File: config.mk
export PLATFORM = sky130hd
export DESIGN_NAME = int8_to_half_dequantize_core
export DESIGN_NICKNAME = d
export VERILOG_FILES = /design/src/hdl/i2h_pkg.sv /design/src/hdl/int8_to_half_dequantize_core.sv
export SDC_FILE = /design/constraint.sdc
export NUM_CORES = 1
export LEC_CHECK = 0
export BUFFER_PORTS_ARGS = -buffer_cell sky130_fd_sc_hd__buf_2
export CORE_UTILIZATION = 50
export CTS_CLUSTER_SIZE = 30
export DETAILED_ROUTE_END_ITERATION = 8
export PLACE_DENSITY = 0.72
export SLEW_MARGIN = 5
export SYNTH_ARGS = -nofsm -noshare
export SYNTH_HDL_FRONTEND = slang
export SYNTH_SLANG_ARGS = --single-unit
export TNS_END_PERCENT = 1
File: constraint.sdc
create_clock -name clk -period 18.44 [get_ports clk]
set_input_delay 1.844 -clock clk [delete_from_list [all_inputs] [get_ports clk]]
set_output_delay 1.844 -clock clk [all_outputs]
set_load 0.03 [all_outputs]
File: src/hdl/i2h_pkg.sv
package i2h_pkg;

  localparam logic [31:0] SCALE_RESET = 32'h3F80_0000;
  localparam logic [15:0] HALF_QNAN   = 16'h7E00;
  localparam logic [14:0] HALF_INF    = 15'h7C00;

  // Product of an 11-bit half significand and an 8-bit magnitude.
  typedef logic [18:0] prod_t;

  // Round sig * 2^(e-25) to half, nearest even. The product has at most 19 bits;
  // the exponent e is the biased half exponent (1 for subnormal scale).
  function automatic logic [14:0] round_prod(input prod_t sig, input logic [4:0] e);
    logic [4:0]  p;
    logic signed [7:0] pe;
    logic signed [7:0] q;
    logic [5:0]  sh;
    logic [18:0] r;
    logic [18:0] rem;
    logic [18:0] hw;
    logic [15:0] bits;
    p = 5'd0;
    for (int i = 0; i < 19; i++) begin
      if (sig[i]) p = 5'(i);
    end
    pe = 8'(signed'({3'b000, p})) + 8'(signed'({3'b000, e})) - 8'sd25;
    if (sig == '0) begin
      round_prod = 15'd0;
    end else if (pe > 8'sd15) begin
      round_prod = HALF_INF;
    end else begin
      q = (pe >= -8'sd14) ? (pe - 8'sd10) : -8'sd24;
      // shift = q - (e - 25), always >= 0 here since a normal scale gives sig >= 2^10 and a subnormal one gives e = 1
      sh = 6'(q - 8'(signed'({3'b000, e})) + 8'sd25);
      if (sh == 6'd0) begin
        r = sig;
      end else if (sh > 6'd19) begin
        r = '0;
      end else begin
        rem = sig & ((19'd1 << sh) - 19'd1);
        hw  = 19'd1 << (sh - 6'd1);
        r   = sig >> sh;
        if (rem > hw || (rem == hw && r[0])) r = r + 19'd1;
      end
      bits = 16'(({8'd0, q} + 16'd24) << 10) + 16'(r);
      round_prod = (bits >= 16'h7C00) ? HALF_INF : bits[14:0];
    end
  endfunction

  // Single to half, nearest even.
  function automatic logic [15:0] single_to_half(input logic [31:0] f);
    logic        s;
    logic [7:0]  ex;
    logic [23:0] sig;
    logic [4:0]  p;
    logic signed [9:0] pe;
    logic signed [9:0] q;
    logic [9:0]  sh;
    logic [23:0] r;
    logic [23:0] rem;
    logic [23:0] hw;
    logic [15:0] bits;
    s   = f[31];
    ex  = f[30:23];
    sig = (ex == 8'd0) ? {1'b0, f[22:0]} : {1'b1, f[22:0]};
    p = 5'd0;
    for (int i = 0; i < 24; i++) begin
      if (sig[i]) p = 5'(i);
    end
    // unbiased exponent of sig lsb: ex-150, or -149 for subnormal
    pe = 10'(signed'({5'b0, p})) + ((ex == 8'd0) ? -10'sd149
         : 10'(signed'({2'b0, ex})) - 10'sd150);
    if (ex == 8'hFF) begin
      single_to_half = (f[22:0] != '0) ? HALF_QNAN : {s, HALF_INF};
    end else if (sig == '0) begin
      single_to_half = {s, 15'd0};
    end else if (pe > 10'sd15) begin
      single_to_half = {s, HALF_INF};
    end else begin
      q = (pe >= -10'sd14) ? (pe - 10'sd10) : -10'sd24;
      sh = 10'(q - ((ex == 8'd0) ? -10'sd149 : 10'(signed'({2'b0, ex})) - 10'sd150));
      if (sh > 10'd24) begin
        r = '0;
      end else if (sh == 10'd0) begin
        r = sig;
      end else begin
        rem = sig & ((24'd1 << sh) - 24'd1);
        hw  = 24'd1 << (sh - 10'd1);
        r   = sig >> sh;
        if (rem > hw || (rem == hw && r[0])) r = r + 24'd1;
      end
      // q + 24 lies in 0..29 here
      bits = {6'(q + 10'sd24), 10'd0} + 16'(r);
      single_to_half = {s, (bits >= 16'h7C00) ? HALF_INF : bits[14:0]};
    end
  endfunction

endpackage

File: src/hdl/int8_to_half_dequantize_core.sv
// int8 to half-precision dequantizer.
// Requests enter on start with sample and last_in, taken when busy is low.
// busy is held low: one request is taken every clock.
// Each request gives one result on value_half and last_out, marked by
// done for exactly one cycle, after passing the input register, then the
// result register. Throughput is one per cycle.
// The scale is written over cfg_valid/cfg_ready with cfg_data, the IEEE
// single pattern; cfg_ready is always high. The scale is converted to half
// in a register stage of its own after the write; a request taken at any
// edge after the write edge uses the new scale. Write it only while
// no request is in flight.
// Reset (rst, synchronous) sets the scale to 1.0 and drops any request in
// flight. The receiver cannot stall; results must be taken when shown.
module int8_to_half_dequantize_core (
  input  logic              clk,
  input  logic              rst,
  input  logic              start,
  output logic              busy,
  input  logic signed [7:0] sample,
  input  logic              last_in,
  output logic              done,
  output logic [15:0]       value_half,
  output logic              last_out,
  input  logic              cfg_valid,
  output logic              cfg_ready,
  input  logic [31:0]       cfg_data
);

  logic [31:0] scale_single;
  logic [15:0] scale_half;
  logic        in_valid;
  logic [7:0]  in_sample;
  logic        in_last;

  logic [7:0]  mag;
  logic        res_sign;
  logic [15:0] res_next;

  assign busy      = 1'b0;
  assign cfg_ready = 1'b1;

  always_ff @(posedge clk) begin
    if (rst) begin
      scale_single <= i2h_pkg::SCALE_RESET;
      scale_half   <= i2h_pkg::single_to_half(i2h_pkg::SCALE_RESET);
      in_valid     <= 1'b0;
      done         <= 1'b0;
    end else begin
      if (cfg_valid) scale_single <= cfg_data;
      scale_half <= i2h_pkg::single_to_half(scale_single);
      in_valid   <= start;
      done       <= in_valid;
    end
    in_sample  <= sample;
    in_last    <= last_in;
    value_half <= res_next;
    last_out   <= in_last;
  end

  always_comb begin
    mag      = in_sample[7] ? 8'(8'h00 - in_sample) : in_sample;
    res_sign = in_sample[7] ^ scale_half[15];
    if (scale_half[14:10] == 5'h1F) begin
      if (scale_half[9:0] != '0 || mag == 8'd0) res_next = i2h_pkg::HALF_QNAN;
      else res_next = {res_sign, i2h_pkg::HALF_INF};
    end else if (scale_half[14:10] == 5'd0) begin
      res_next = {res_sign, i2h_pkg::round_prod(
                   i2h_pkg::prod_t'({1'b0, scale_half[9:0]}) * i2h_pkg::prod_t'(mag),
                   5'd1)};
    end else begin
      res_next = {res_sign, i2h_pkg::round_prod(
                   i2h_pkg::prod_t'({1'b1, scale_half[9:0]}) * i2h_pkg::prod_t'(mag),
                   scale_half[14:10])};
    end
  end

endmodule

# After elaboration in Yosys (flattened, before gate mapping)
# Cells that the tools add are included.
[op_classes]
n_addsub = 30
n_mul = 2
div = 0
magnitude_cmp = 15
eq_ne = 5
n_shift = 9
mux = 104
n_bitwise = 4
n_reduce_logical = 18
[ops]
columns = ["cell", "count"]
rows = [
  ["$mux 16", 25],
  ["$mux 5", 60],
  ["$mux 15", 10],
  ["$shl 1x6->19 const A", 4],
  ["$add 16x1->16 const B", 3],
  ["$add 16x16->16", 3],
  ["$ge 16x15->1 const B", 3],
  ["$shl 1x10->24 const A", 2],
  ["$eq 19x19->1", 2],
  ["$gt 19x19->1", 2],
  ["$sub 19x1->19 const B", 2],
  ["$and 24x24->24", 1],
  ["$eq 24x24->1", 1],
  ["$gt 24x24->1", 1],
  ["$logic_not 24->1", 1],
  ["$mux 24", 1],
  ["$shr 24x10->16", 1],
  ["$sub 24x1->24 const B", 1],
  ["$reduce_bool 23->1", 1],
  ["$gt 10x5->1 const B", 2],
  ["$mux 10", 2],
  ["$and 18x19->19", 1],
  ["$and 19x19->19", 1],
  ["$logic_not 19->1", 1],
  ["other kinds (37)", 56],
]
[totals]
reg_bits = 76
latch_bits = 0
mem_bits_rw = 0
romBits = 0
in_bits = 45
out_inout_bits = 20
wordCells = 195
n_memories = 0

# Logic depth before layout (Yosys ltp)
# Gate-level depths: netlist of the first run.
[logic_depth]
ltp_word = 49
depth_mapped = 84
mapped_depth_nobuf = 78

# Worst setup path after synthesis of the first run
# Ideal clock, no wire load.
[synth_timing]
kind = "register to register"
from = "reg in_sample[0]"
to = "reg value_half[12]"
setup_time_ns = 0.122
arrival_ns = 15.569
t_required_ns = 18.318
slack_ns = 2.749
stages_incl_launch_ff = 79
n_path_buf = 7
period_less_slack_ns = 15.691
cell_sequence = "dfxtp_1 -> clkbuf_1 -> inv_1 -> ha_1 -> nand2b_1 -> o21ai_0 -> xnor2_1 -> clkbuf_1 -> and2_1 -> fa_1 -> fa_1 -> fa_1 -> inv_1 -> fa_1 -> inv_1 -> ha_1 -> or3_1 -> buf_4 -> (+43 left out) -> nand3_1 -> nand4_1 -> nor4_1 -> xnor2_1 -> o22ai_1 -> ha_1 -> a21o_1 -> a21oi_1 -> o21bai_1 -> a21oi_1 -> xnor2_1 -> xnor2_1 -> nand2b_1 -> o22a_1 -> nand3_1 -> o31ai_2 -> nand3_2 -> a221o_1"
[synth_between]
elab_chain_len = 49
[synth_rtl]
columns = ["element", "line", "source"]
rows = [
  ["start, declared", "int8_to_half_dequantize_core.sv:32", "logic [7:0] in_sample;"],
  ["start signal, assigned", "int8_to_half_dequantize_core.sv:54", "in_sample <= sample;"],
  ["$sub 1x8->8", "int8_to_half_dequantize_core.sv:61", "mag = in_sample[7] ? 8'(8'h00 - in_sample) : in_sample;"],
  ["$mux 8 (*)", "int8_to_half_dequantize_core.sv:61", ""],
  ["branches (longest 45 deep; another with $mul 11x8->19)", "-", ""],
  ["$mux 15 (*)", "int8_to_half_dequantize_core.sv:66", "end else if (scale_half[14:10] == 5'd0) begin"],
  ["$mux 16 (*)", "int8_to_half_dequantize_core.sv:63", "if (scale_half[14:10] == 5'h1F) begin"],
  ["end signal, assigned", "int8_to_half_dequantize_core.sv:56", "value_half <= res_next;"],
  ["end, declared", "int8_to_half_dequantize_core.sv:22", "output logic [15:0] value_half,"],
]
# Every way passes the cells marked *. The select of a mux whose other input is x is not followed.
# A chain may end at the register's enable or synchronous reset.

# Final worst setup path of the first run
[layout_timing]
from = "reg in_sample[0]"
to = "reg value_half[9]"
[layout_between]
elab_chain_len = 49
[layout_rtl]
columns = ["element", "line", "source"]
rows = [
  ["$sub 1x8->8", "int8_to_half_dequantize_core.sv:61", ""],
  ["$mux 8 (*)", "int8_to_half_dequantize_core.sv:61", ""],
  ["branches (longest 46 deep; another with $mul 11x8->19)", "-", ""],
  ["$mux 16 (*)", "int8_to_half_dequantize_core.sv:63", ""],
  ["net res_next[9]", "int8_to_half_dequantize_core.sv:37", "logic [15:0] res_next;"],
]
# Mark *: on every way through the listed nets, which the timed path passes. The select of a mux whose other input is x is not followed.

==> run metrics, run 1 <==
combined area of all synthesized cells=about 19000 um^2; Worst Setup Start Kind=flip-flop; clock tree from TritonCTS=yes; die outline width=196 um; Hold Crit Class=flip-flop to flip-flop; cell at the root of the clock tree=clkbuf_16; Row Count=70; antenna violations before repair=0; commonest non-fill, non-tap cell in the layout=nand2_1; Fin Setup TNS=0 ps; Initial Util=0.511; final max-slew violation count=0; fraction of registers with async set/reset=0; result of the run=completed; clock slew at the register clock pins of the worst setup and hold paths=70 ps; required time worst endpoint=between 15000 and 20000 ps; maximum clock skew at final layout=13.0 ps; crit-path max cell delay=560 ps; cell types occupying the most area after synthesis=ha_1, dfxtp_1, fa_1, nand2_1, nor2_1; Starting DRT DRC Count=2507; unrepaired setup endpoints after global routing=false; gate count of the mapped netlist=2649; Crit-path slowest cell=fa_1; area share of the largest cell type after synthesis=0.125; most used cells in the layout excluding fill and tap cells=nand2_1, nor2_1, ha_1, inv_1, a21oi_1; first-pass GRT wire length=108 mm; time the final worst path needs with I/O delays and setup=17060 ps; Total Nets Final=2946; count of port buffers added during placement=62; CORE AREA=36900 um^2; overall track demand over capacity in global routing=0.352; largest area contributor in the synthesized netlist=ha_1; count of flip-flops with a built-in enable after synthesis=0; # H-tree levels=3; via count=20700; cell total after placement=3127; synthesis-to-finish area growth=6.39%; vias in the first global route=19400; Mapped Nets=2953; sum of routed wire length over all layers=67.5 mm; largest net degree at the start of global routing=41; maximum buffer depth of the clock tree=2; count of fill cells added during filler insertion=3562; drc violations=0; relative max-transition margin=0.255; Worst Tran Pin Value=roughly 1100 ps; Yosys Warn Count=0; sink count of the clock tree=76; critical path class=flip-flop to flip-flop; number of endpoints failing setup at the final stage=0; leading register cell type out of synthesis=dfxtp_1; IO Pins=65; CP Capture Type=flip-flop; fraction of layout instances using a drive strength above 1=0.0937; arrival time at the worst endpoint=roughly 17000 ps; sequential share of the synthesized area=0.0808; number of endpoints with negative hold slack in the final report=0; Inserted Clock Buffers=9; remaining global-route overflow=0; Achievable Freq=a little under 60 MHz; number of vias per cell=6.57; detailed placer's ending HPWL=~53 mm; chip height=196 um; first drt pass iteration count=6; count of state elements after synthesis=76; detailed-route wire length per cell=21.4 um; number of nets still failing antenna checks after routing=0; post-layout instance count excluding filler cells=roughly 3200; ant diodes=0; number of unique standard cell types used by synthesis=between 100 and 150; final weighted congestion of routability-driven global placement=1.04; period utilization=0.925; max capacitance violation total=0; area of the die=38400 um^2; clk_lat worst skew=between 300 and 400 ps; mean post-synth cell area=7.11 um^2; worst-path fanout max=23
==> registers in the layout (all words and copies together) (netlist names) <==
signal,flops
done,1
in_last,1
in_sample,8
in_valid,1
last_out,1
scale_half,16
scale_single,32
value_half,16
==> layer usage <==
| metal | wire length [um] | part of all wire | vias to the layer above | track usage |
|---|---|---|---|---|
| met5 | 0 | 0 | - | 0 |
| met4 | 2870 | 0.043 | 0 | 0.147 |
| met3 | 7100 | 0.11 | 190 | 0.0607 |
| met2 | 28900 | 0.43 | 1237 | 0.539 |
| met1 | 28600 | 0.42 | 9754 | 0.484 |
| li1 | - | - | 9518 | - |
==> final cells by class <==
cell class              count  area [um^2]  share of cell area
clock buffers               9          225              0.0112
multi-input cells        2246        16100               0.804
clock inverters             7         80.1             0.00400
inverters                 186          701              0.0350
flip-flops and latches     76         1520              0.0760
repair buffers            123          768              0.0383
well taps                 504          631              0.0315
==> cell families (layout without fill, tap and decap cells) <==
logic type,after synthesis,count (layout),share of synthesized area
AOI/OAI and AO/OA,701,701,0.256
xor gates and xnor gates,133,133,0.0637
adders and majority gates,259,259,0.200
buffers and inverters,327,325,0.0687
DFF,76,76,0.0808
muxes,104,104,0.0611
other,2,2,0.000399
and+or+nand+nor,1047,1047,0.269
==> synthesized netlist by cell type (all sizes together), types with 29 or more instances <==
library cell and number:
a211oi 38, a21o 40, a21oi 178, a31oi 33
and2 68, and3 30, buf 33, clkbuf 108
dfxtp 76, fa 71, ha 188, inv 186
mux2i 83, nand2 282, nand3 118, nor2 272
nor2b 38, nor3 86, o211ai 33, o21a 34
o21ai 129, o22ai 36, or3 29, xnor2 92
xor2 41
==> worst paths after layout <==
kind	startpoint	end	slack [ps]	cells past startpoint
max	in_sample[0]$_DFF_P_	value_half[9]$_DFF_P_	1380	74
min	in_last$_DFF_P_	last_out$_DFF_P_	330	0
max reg2reg	in_sample[0]$_DFF_P_	value_half[9]$_DFF_P_	1380	74
min reg2reg	in_last$_DFF_P_	last_out$_DFF_P_	330	0
==> worst max-delay path, delay by kind of cell (launching register included) <==
kind            cells  cell delay (ps)
flops               1              450
compound gates     22             4130
fa+ha+maj          13             5310
xor+xnor            7             1810
mux                 1              410
buf+inv             8             1140
simple gates       23             3680
==> what timing repair did <==
item,CTS,global route
buffers inserted,0,8
endpoints found under the setup margin,0,15
gates resized for setup,0,11
hold buffers,0,0
==> through the flow <==
step / cell area, um^2 / setup slack (ps) / hold WS [ps] / utilization
4_1_cts: 19900 / 856 / 331 / 0.540
2_1_floorplan: 18800 / 2750 / 310 / -
6_report: 20000 / 1380 / 328 / 0.543
3_3_place_gp: 19600 / 1550 / 312 / 0.532
3_5_place_dp: 19600 / 915 / 315 / 0.532
5_1_grt: 20000 / 94.4 / 336 / 0.543
Power of run 1 is not shown: default switching activity piles up to over one toggle a cycle in this logic, so the estimate is an artifact.
==> inputs of run 2 (changes only) <==
BUFFER_PORTS_ARGS = unset   (was -buffer_cell sky130_fd_sc_hd__buf_2)
DONT_BUFFER_PORTS = 1   (was unset)
PLACE_DENSITY = 0.71   (was 0.72)
==> run 2 against run 1 <==
  * Clock-buffer cell count grew 1
  * First-iteration DRC count is 0.60% higher
  * Via count down 0.98%
  * Final cell count decreased by 2.4%
  * Routed wire length is 2.7% lower
  * Worst setup slack got worse by 240 ps
  * Global-route usage decreased by 0.94 points
  * Critical path depth did not move
  * Fmax shrank 1.4%
  * Clock skew down 3.9 ps
  * Highest routed layer unchanged
==> run metrics, run 2 (same netlist as run 1, synthesis figures left out) <==
period utilization=0.938 (+0.0131); sum of routed wire length over all layers=65.6 mm (-2.7%); Worst Setup Start Kind=flip-flop; Hold Path Stages=0 (unchanged); largest register by flop count=scale_single; largest registers=scale_single (32), scale_half (16), value_half (16); count of fill cells added during filler insertion=3580 (+0.51%); Inserted Clock Buffers=9 (unchanged); # H-tree levels=3 (unchanged); ant diodes=0 (unchanged); maximum buffer depth of the clock tree=2 (unchanged); CP Capture Type=flip-flop; final max-slew violation count=0 (unchanged); area of the die=38400 um^2 (unchanged); time the final worst path needs with I/O delays and setup=17300 ps (+242 ps); Total Nets Final=2869 (-2.6%); Initial Util=0.511 (unchanged); overall track demand over capacity in global routing=0.342 (-0.00942); drc violations=0 (unchanged); hold wc startpoint=in_last$_DFF_P_; antenna violations before repair=0 (unchanged); clock tree from TritonCTS=yes; most used cells in the layout excluding fill and tap cells=nand2_1, nor2_1, ha_1, inv_1, a21oi_1; maximum clock skew at final layout=9.04 ps (-3.95 ps); max capacitance violation total=0 (unchanged); Hold Crit Class=flip-flop to flip-flop; CORE AREA=36900 um^2 (unchanged); launch instance of the worst register-to-register path=in_sample[0]$_DFF_P_; remaining global-route overflow=0 (unchanged); required time worst endpoint=18720 ps (about the same); Reg2Reg Depth=74 (unchanged); largest net degree at the start of global routing=45 (+9.8%); chip height=196 um (unchanged); total of hold buffers inserted after clock tree synthesis=0 (unchanged); routed length on met3=6.96 mm (-2.0%); Worst Tran Pin Value=1180 ps (+90.5 ps); arrival time at the worst endpoint=17580 ps (+230 ps); relative max-transition margin=0.206 (-0.0488); Row Count=70 (unchanged); vias in the first global route=19200 (-0.94%); commonest non-fill, non-tap cell in the layout=nand2_1; Starting DRT DRC Count=2522 (+0.60%); unrepaired setup endpoints after global routing=false; crit-path max cell delay=590 ps (+30 ps); terminus of the critical flop-to-flop path=value_half[9]$_DFF_P_; fraction of layout instances using a drive strength above 1=0.0665 (-0.0272); worst-path fanout max=23 (unchanged); critical path startpoint=in_sample[0]$_DFF_P_; detailed-route wire length per cell=21.4 um (-0.25%); Fin Setup TNS=0 ps (unchanged); result of the run=completed; critical path class=flip-flop to flip-flop; detailed placer's ending HPWL=51.2 mm (-3.4%); number of flip-flops under the largest register name=32 (unchanged); final weighted congestion of routability-driven global placement=1.06 (+1.9%); setup slack of the most critical reg-to-reg path=1140 ps (-240 ps); Hold EP=last_out$_DFF_P_; Crit-path slowest cell=or3_1; cell at the root of the clock tree=clkbuf_16; via count=20500 (-0.98%); number of endpoints failing setup at the final stage=0 (unchanged); clk_lat worst skew=380 ps (about the same); number of vias per cell=6.67 (+1.5%); synthesis-to-finish area growth=4.34%; Achievable Freq=57.8 MHz (-1.4%); met1 layer wirelength in the final routing=27.3 mm (-4.3%); IO Pins=65 (unchanged); sink count of the clock tree=76 (unchanged); die outline width=196 um (unchanged); count of port buffers added during placement=0 (-100%); first drt pass iteration count=6 (unchanged); number of endpoints with negative hold slack in the final report=0 (unchanged); first-pass GRT wire length=106 mm (-2.0%); top layer reached by signal wires=met4; detailed route wirelength on metal2=28.7 mm (-0.78%); number of nets still failing antenna checks after routing=0 (unchanged); clock slew at the register clock pins of the worst setup and hold paths=70 ps (about the same)
==> run 2: cell count changes in the layout (fill, tap and decap cells not counted), sizes merged <==
cell      before  now
clkbuf         9   10
bufinv         1    2
clkinv         1    0
clkinvlp       1    2
inv          190  188
buf          123   45
xnor2         92   93
==> run 2: per-stage QoR <==
step / setup WS (ps) / hold slack (ps) / instance area, um^2 / utilization / std cells
after floorplan: 2750 / 310 / 18800 / - / 2649
after global placement: 1590 / 313 / 19200 / 0.521 / 3055
after detailed placement: 819 / 317 / 19200 / 0.521 / 3055
after CTS: 742 / 333 / 19600 / 0.530 / 3071
after global routing: 120 / 348 / 19600 / 0.533 / 3074
final: 1140 / 328 / 19600 / 0.533 / 3074
==> run 2: how the worst max path moves through the flow <==
stage	end
after floorplan	value_half[12]$_SDFF_PN1_
after global placement	value_half[9]$_DFF_P_
after detailed placement	value_half[9]$_DFF_P_
after CTS	value_half[9]$_DFF_P_
after global routing	value_half[9]$_DFF_P_
final	value_half[9]$_DFF_P_
==> run 2: per-layer routing <==
layer,vias to the layer above,GRT usage
met2,1262,0.539
met3,232,0.0559
met4,0,0.124
li1,9369,-
met5,-,0
met1,9634,0.470
==> run 2: repair_timing <==
| item | 4_1_cts | 5_1_grt |
|---|---|---|
| gates resized for setup | 0 | 12 |
| endpoints found under the setup margin | 0 | 15 |
| setup buffers | 0 | 2 |
| hold endpoints to repair | 0 | 0 |
==> run 2: final cells by class <==
type,count,area [um^2],share of cell area
Clock buffer,10,239,0.0122
Inverter,186,701,0.0357
Multi-Input combinational cell,2247,16100,0.821
Clock inverter,6,95.1,0.00484
Tap cell,504,631,0.0321
Timing Repair Buffer,45,338,0.0172
Sequential cell,76,1520,0.0775
==> run 2: critical path: cells and delay by family (launching register included) <==
| kind | cells | cell delay (ps) |
|---|---|---|
| adders and majority gates | 13 | 5070 |
| AOI/OAI and AO/OA | 21 | 4490 |
| and+or+nand+nor | 24 | 4450 |
| xor gates and xnor gates | 7 | 1440 |
| buffers and inverters | 8 | 980 |
| muxes | 1 | 410 |
| DFF | 1 | 380 |
Power of run 2 is left out for the same reason.
